## config.mk

```make
export PLATFORM = sky130hd
export DESIGN_NAME = kqt_ctrl
export DESIGN_NICKNAME = d
export VERILOG_FILES = /design/src/rtl/assert_macros.svh /design/src/rtl/kqt_pkg.sv /design/src/rtl/kqt_ctrl.sv
export SDC_FILE = /design/constraint.sdc
export NUM_CORES = 1
export LEC_CHECK = 0
export ABC_AREA = 1
export BUFFER_PORTS_ARGS = -buffer_cell sky130_fd_sc_hd__buf_2
export CORE_AREA = 2 2 39 41
export DETAILED_ROUTE_END_ITERATION = 16
export DIE_AREA = 0 0 41 43
export PLACE_DENSITY = 0.67
export SLEW_MARGIN = 20
export SYNTH_ARGS = -nofsm -noshare
export SYNTH_HDL_FRONTEND = slang
export SYNTH_SLANG_ARGS = --single-unit
```

## constraint.sdc

```tcl
create_clock -name clk -period 1.55 [get_ports clk]
set_clock_uncertainty 0.1 [all_clocks]
set_input_delay 0.2325 -clock clk [delete_from_list [all_inputs] [get_ports clk]]
set_output_delay 0.2325 -clock clk [all_outputs]
set_load 0.005 [all_outputs]
```

## src/rtl/assert_macros.svh

```systemverilog
// assertion helpers, clocked on clk and disabled while arst_n is low
`ifndef ASSERT_MACROS_SVH
`define ASSERT_MACROS_SVH

`ifndef SYNTHESIS

// same-cycle implication
`define ASSERT_IMPL(label, ante, cons) \
	label: assert property (@(posedge clk) disable iff (!arst_n) (ante) |-> (cons)) \
		else $error("assertion failed");

// next-cycle implication
`define ASSERT_NEXT(label, ante, cons) \
	label: assert property (@(posedge clk) disable iff (!arst_n) (ante) |=> (cons)) \
		else $error("assertion failed");

`else

`define ASSERT_IMPL(label, ante, cons)
`define ASSERT_NEXT(label, ante, cons)

`endif

`endif

```

## src/rtl/kqt_pkg.sv

```systemverilog
`timescale 1ns / 1ps
`default_nettype none

package kqt_pkg;

	localparam int TABLE_DEPTH = 128;
	localparam int IDX_W       = (TABLE_DEPTH > 1) ? $clog2(TABLE_DEPTH) : 1;
	localparam int CNT_W       = $clog2(TABLE_DEPTH + 1);
	localparam int DATA_W      = 32;
	localparam int OUT_IDX_W   = 7;
	localparam int OUT_CNT_W   = 8;

	// operation codes
	localparam logic [1:0] OP_INSERT = 2'd0;
	localparam logic [1:0] OP_LOOKUP = 2'd1;
	localparam logic [1:0] OP_UPDATE = 2'd2;

	// status codes
	localparam logic [1:0] ST_OK        = 2'd0;
	localparam logic [1:0] ST_NOT_FOUND = 2'd1;
	localparam logic [1:0] ST_EXISTS    = 2'd2;
	localparam logic [1:0] ST_FULL      = 2'd3;

	typedef struct packed {
		logic [1:0]               operation;
		logic signed [DATA_W-1:0] part_key;
		logic signed [DATA_W-1:0] amount;
	} req_word_t;

	typedef struct packed {
		logic [1:0]               status;
		logic [OUT_IDX_W-1:0]     entry_index;
		logic signed [DATA_W-1:0] quantity;
		logic [OUT_CNT_W-1:0]     entry_count;
	} rsp_word_t;

	// how an operation ends
	typedef enum logic [2:0] {
		RK_FULL,
		RK_EXISTS,
		RK_MISS,
		RK_INSERT,
		RK_LOOKUP,
		RK_UPDATE
	} res_kind_t;

	typedef struct packed {
		logic      start;
		logic      scan;
		logic      qread;
		logic      finish;
		res_kind_t kind;
	} ctrl_cmd_t;

	typedef struct packed {
		logic op_ins;
		logic op_upd;
		logic full;
		logic empty;
		logic hit;
		logic last;
		logic can_load;
	} dp_stat_t;

endpackage

`default_nettype wire

```

## src/rtl/kqt_ctrl.sv

```systemverilog
`timescale 1ns / 1ps
`default_nettype none

module kqt_ctrl import kqt_pkg::*; (
	input  wire logic      clk,
	input  wire logic      arst_n,
	input  wire logic      req_valid,
	output logic           req_stall,
	input  wire dp_stat_t  stat,
	output ctrl_cmd_t      cmd
);

	typedef enum logic [1:0] {
		S_IDLE,
		S_SCAN,
		S_QREAD,
		S_FINISH
	} state_t;

	state_t    state_q;
	res_kind_t kind_q;
	logic      ins_full;

	assign ins_full = stat.op_ins && stat.full;

	always_ff @(posedge clk or negedge arst_n) begin
		if (!arst_n) begin
			state_q <= S_IDLE;
			kind_q  <= RK_MISS;
		end else begin
			case (state_q)
				S_IDLE: begin
					if (req_valid) begin
						state_q <= S_SCAN;
					end
				end
				S_SCAN: begin
					if (ins_full) begin
						kind_q  <= RK_FULL;
						state_q <= S_FINISH;
					end else if (stat.hit) begin
						if (stat.op_ins) begin
							kind_q  <= RK_EXISTS;
							state_q <= S_FINISH;
						end else begin
							state_q <= S_QREAD;
						end
					end else if (stat.empty || stat.last) begin
						kind_q  <= stat.op_ins ? RK_INSERT : RK_MISS;
						state_q <= S_FINISH;
					end
				end
				S_QREAD: begin
					kind_q  <= stat.op_upd ? RK_UPDATE : RK_LOOKUP;
					state_q <= S_FINISH;
				end
				S_FINISH: begin
					if (stat.can_load) begin
						state_q <= S_IDLE;
					end
				end
				default: begin
					state_q <= S_IDLE;
				end
			endcase
		end
	end

	assign req_stall  = (state_q != S_IDLE);
	assign cmd.start  = (state_q == S_IDLE) && req_valid;
	assign cmd.scan   = (state_q == S_SCAN) && !ins_full && !stat.hit
		&& !stat.empty && !stat.last;
	assign cmd.qread  = (state_q == S_QREAD);
	assign cmd.finish = (state_q == S_FINISH) && stat.can_load;
	assign cmd.kind   = kind_q;

endmodule

`default_nettype wire

```

# Yosys cells after proc, flatten, opt, wreduce, memory -nomap -nowiden
# Index checks and enable logic that the tools add are counted.
totals:
  ff_bits: 5
  input_bits: 10
  wordCells: 40
op_classes:
  n_eq_ne: 7
  mux: 14
  reduce_logical: 17
ops:
  columns: ["operator", "count"]
  rows:
  - ["$mux W3", 4]
  - ["$mux W2", 5]
  - ["$ne A4 B4 Y1 const B", 2]
  - ["$pmux W2 S4", 1]
  - ["$logic_and A1 B1 Y1", 7]
  - ["$pmux W3 S2", 1]
  - ["$reduce_and A3 Y1", 2]
  - ["$eq A2 B2 Y1 const B", 2]
  - ["$logic_not A1 Y1", 4]
  - ["$ne A2 B2 Y1 const B", 2]
  - ["$reduce_bool A2 Y1", 2]
  - ["$mux W1", 3]
  - ["$eq A2 B1 Y1 const B", 1]
  - ["$logic_not A2 Y1", 1]
  - ["$logic_or A1 B1 Y1", 1]

# Logic depth before layout (Yosys ltp)
logic_depth:
  ltp_word: 6
  depth_mapped: 8
  ltp_nobuf: 8

# Worst setup path after synthesis
# OpenSTA, ideal clock, no wires.
synth_timing:
  path_type: "flip-flop to flip-flop"
  from: "register state_q[0]"
  to: "register kind_q[2]"
  setup_ns: 0.117
  arrival_time_ns: 1.077
  slack_ns: 0.256
  stages_incl_launch_ff: 8
  path_buffers: 0
  path_cell_list: "dfrtp_1 > inv_1 > ha_1 > nand2_1 > inv_1 > nand2_4 > nand2_1 > nand2_1"
synth_via:
  elab_chain_len: 3
synth_rtl:
  columns: ["item", "line_no", "source"]
  rows:
  - ["start: declaration", "kqt_ctrl.sv:20", "state_t state_q;"]
  - ["start signal: assignment", "kqt_ctrl.sv:28", "state_q <= S_IDLE;"]
  - ["start signal: assignment", "kqt_ctrl.sv:34", "state_q <= S_SCAN;"]
  - ["start signal: assignment", "kqt_ctrl.sv:40", "state_q <= S_FINISH;"]
  - ["$eq A2 B1 Y1 / $eq A2 B2 Y1 (equally long branches)", "kqt_ctrl.sv:31", "case (state_q)"]
  - ["$ne A4 B4 Y1 (no line) / $reduce_bool A2 Y1 (equally long branches)", null, null]
  - ["$reduce_and A3 Y1 (no line)", null, null]
  - ["end signal: assignment", "kqt_ctrl.sv:49", "kind_q <= stat.op_ins ? RK_INSERT : RK_MISS;"]
  - ["end signal: assignment", "kqt_ctrl.sv:54", "kind_q <= stat.op_upd ? RK_UPDATE : RK_LOOKUP;"]
  - ["end: declaration", "kqt_ctrl.sv:21", "res_kind_t kind_q;"]
# Parallel ways exist; a longest one is shown, timed or not.
# A chain may end at the register's enable or synchronous reset.

==> run_results.csv <==
group,metric,value,unit
outcome,status,"complete, no violations",
logic_synthesis,yosys_warnings,0,
clocking,htreeDepth,1,
logic_synthesis,ys.flop_type,"dfrtp_1",
power,switching_share,44.01,%
setup_path,cp_cell_sequence,"buf_4 > ha_1 > nand2_1 > inv_1 > buf_2",
layout,diodes,0,
logic_synthesis,syn-cell-area,445.4,um2
run,cap_violations,0,
logic_synthesis,yosysSeqAreaShare,28.37,%
place,hpwlAfterDp,688,um
timing,worst_pin_slew,0.1821,ns
setup_path,crit_fanout,4,
layout,layout.nets,108,
setup_path,crit_path_max_incr_delay,0.39,ns
power,power.density,1747,nW/um2
drt,post_drt_wl_per_cell,7.981,um
logic_synthesis,syn_nets,82,
setup_path,crit_family,"flip-flops",
floorplan,num_io_pins,18,
timing,hold_viol,0,
setup_path,crit_buf_inv,3,
timing,max_freq,0.6651,GHz
floorplan,die-height,43,um
logic_synthesis,synthTopCellsByArea,"dfrtp_1, nand2_1, ha_1",
logic_synthesis,synth-edff-count,0,
clocking,cts_tree,"yes",
clocking,cts.path.max_buffers,2,
power,switching_power,0.0004946,W
setup_path,cp-start-kind,"flip-flop",
setup_path,crit_slowest_cell,"dfrtp_1",
place,place_congestion,0.7638,
timing,rsz0062_at_grt,"yes",
global_routing,grt.overflow.total,0,
power,intPower,0.0006292,W
setup_path,worstPathRequired,1.22,ns
global_routing,grtUsageTotal,10.41,%
layout,syn2layout_area_growth,44.38,%
logic_synthesis,synthCells,67,
layout,post-route-util,46.47,%
logic_synthesis,ys_ff_latch,5,
drt,first_pass_iters,1,
timing,maxSlewViolCount,0,
power,p_clk_share,12.9,%
logic_synthesis,avgSynthCellArea,6.648,um2
power,ir_drop,0.8036,mV
floorplan,die_w,41,um
drt,drcViolationCount,0,
power,total_power,0.001124,W
global_routing,grt_start_max_net_pins,7,
timing,finalCritPeriodShare,97.00,%
logic_synthesis,synth_common_cells,"nand2_1, inv_1, nand3_1",
power,seqPwrFrac,23.3,%
setup_path,arrival,1.17,ns
global_routing,antenna_found_initial,0,
floorplan,placementRows,14,
place,port-buffer-count,17,
logic_synthesis,synthDominantCellAreaShare,22.47,%
layout,final_cells,108,
timing,min_period,1.504,ns
timing,setup_violations,0,
global_routing,grt_pass1_vias,337,
floorplan,dieArea,1763,um2
setup_path,critPathKind,"reg -> out",
drt,num_vias,436,
logic_synthesis,yosysTopAreaCell,"dfrtp_1",
logic_synthesis,synth.distinct_cells,11,
drt,ant_nets,0,
drt,drt_iter0_markers,0,
power,comb_power_share,63.8,%
logic_synthesis,async_flop_share,100.0,%
timing,slew_headroom,87.82,%
floorplan,initial_core_util,32.19,%
global_routing,grt_pass1_wl,1214,um
clocking,cts-buffers-inserted,3,
clocking,cts_sinks,5,
setup_path,end_kind,"output pin",
place,dp_cells,100,
logic_synthesis,yosysMostFrequentCell,"nand2_1",
floorplan,core_area,1384,um2
hold_path,hp-class,"in -> reg",
clocking,path_clk_slew,0.04,ns
power,leakage,0.4024,nW
clocking,cts_root_buf,"clkbuf_4",
drt,drt_wl_total,862,um
layout,drive_above_1_share,43.48,%
drt,routed_via_density,4.037,
clocking,clkLatencyLatePin,0.23,ns
-- tightest hold or removal path: stages --
cell and delay [ns]:
buf_2 0.07, nand2_1 0.04, nand2_1 0.05, nand3_1 0.06, nand2_1 0.07
-- registers in the layout, summed over array words and instances (netlist names) --
register,flops
kind_q,3
state_q,2
-- cells by family (layout without fill, tap and decap cells) --
group | Yosys count | after routing | synth area share [%]
adder cells (fa/ha/maj) | 5 | 5 | 14.04
buffers and inverters | 15 | 40 | 12.64
AND/OR/NAND/NOR | 42 | 42 | 44.94
flip-flops | 5 | 5 | 28.37
-- cell type report --
type	instances	area [um2]
fillers	148	740.7
multi-input cells	47	295.3
flip-flops and latches	5	127.6
repair buffers	21	117.6
inverters	15	56.30
clock buffers	4	26.28
well taps	16	20.02
-- power by group through the flow --
stage | sequential [W] | clock (W) | combinational (W)
after global routing | 0.000269 | 0.000165 | 0.000808
after CTS | 0.000262 | 0.000152 | 0.000663
after floorplan | 0.000255 | 0 | 0.000440
after global placement | 0.000254 | 0 | 0.000598
after detailed placement | 0.000261 | 0 | 0.000605
final | 0.000262 | 0.000145 | 0.000717
-- through the flow --
| step | instance area (um2) | TNS (ns) | hold slack [ns] | setup slack [ns] |
|---|---|---|---|---|
| floorplan | 445.4 | 0 | -0.1631 | 0.2563 |
| global placement | 550.5 | 0 | -0.05198 | 0.1208 |
| detailed placement | 550.5 | 0 | -0.05375 | 0.1025 |
| CTS | 608.1 | 0 | 0.2292 | 0.01426 |
| global route | 643.1 | -0.04829 | 0.2578 | -0.02946 |
| finish | 643.1 | 0 | 0.2277 | 0.04645 |
-- cells in the final DEF, fill, tap and decap left out --
master	netlist	final
clkbuf_4	0	3
buf_4	0	3
nand3_1	8	8
ha_1	5	2
ha_4	0	1
nand2_4	2	3
dfrtp_2	0	1
ha_2	0	2
dfstp_2	1	1
nor2_1	4	3
inv_1	14	12
dfrtp_1	4	3
nand2_2	4	4
clkbuf_1	0	1
inv_2	1	3
nand2_1	23	22
nor2_4	1	2
dlygate4sd3_1	0	1
buf_2	0	17
-- metal layers --
layer | track usage (%) | part of all wire [%] | vias up | wire (um)
met5 | 0 | 0 | - | 0
met4 | 8.000 | 0 | 0 | 0
met3 | 1.571 | 3.5 | 0 | 30
met2 | 15.63 | 50 | 6 | 435
met1 | 12.50 | 46 | 186 | 396
li1 | - | - | 244 | -
-- final timing paths --
path / from / end / slack (ns) / cells past startpoint
hold reg to reg: kind_q[1] / kind_q[1] / 0.36 / 2
hold / removal: stat[5] / kind_q[0] / 0.23 / 5
setup / recovery: state_q[1] / cmd[3] / 0.05 / 5
max in group asynchronous: arst_n / kind_q[1] / 0.90 / 2
min in group asynchronous: arst_n / kind_q[0] / 0.24 / 2
setup reg to reg: state_q[0] / kind_q[0] / 0.15 / 8
-- what timing repair did --
action / in CTS / in global routing
hold buffers: 1 / 0
setup endpoints to repair: 2 / 4
buffers inserted: 1 / 2
hold endpoints to repair: 5 / 0
gates resized for setup: 5 / 6
pin swaps: 0 / 2
(Power assumes the default switching activity.)
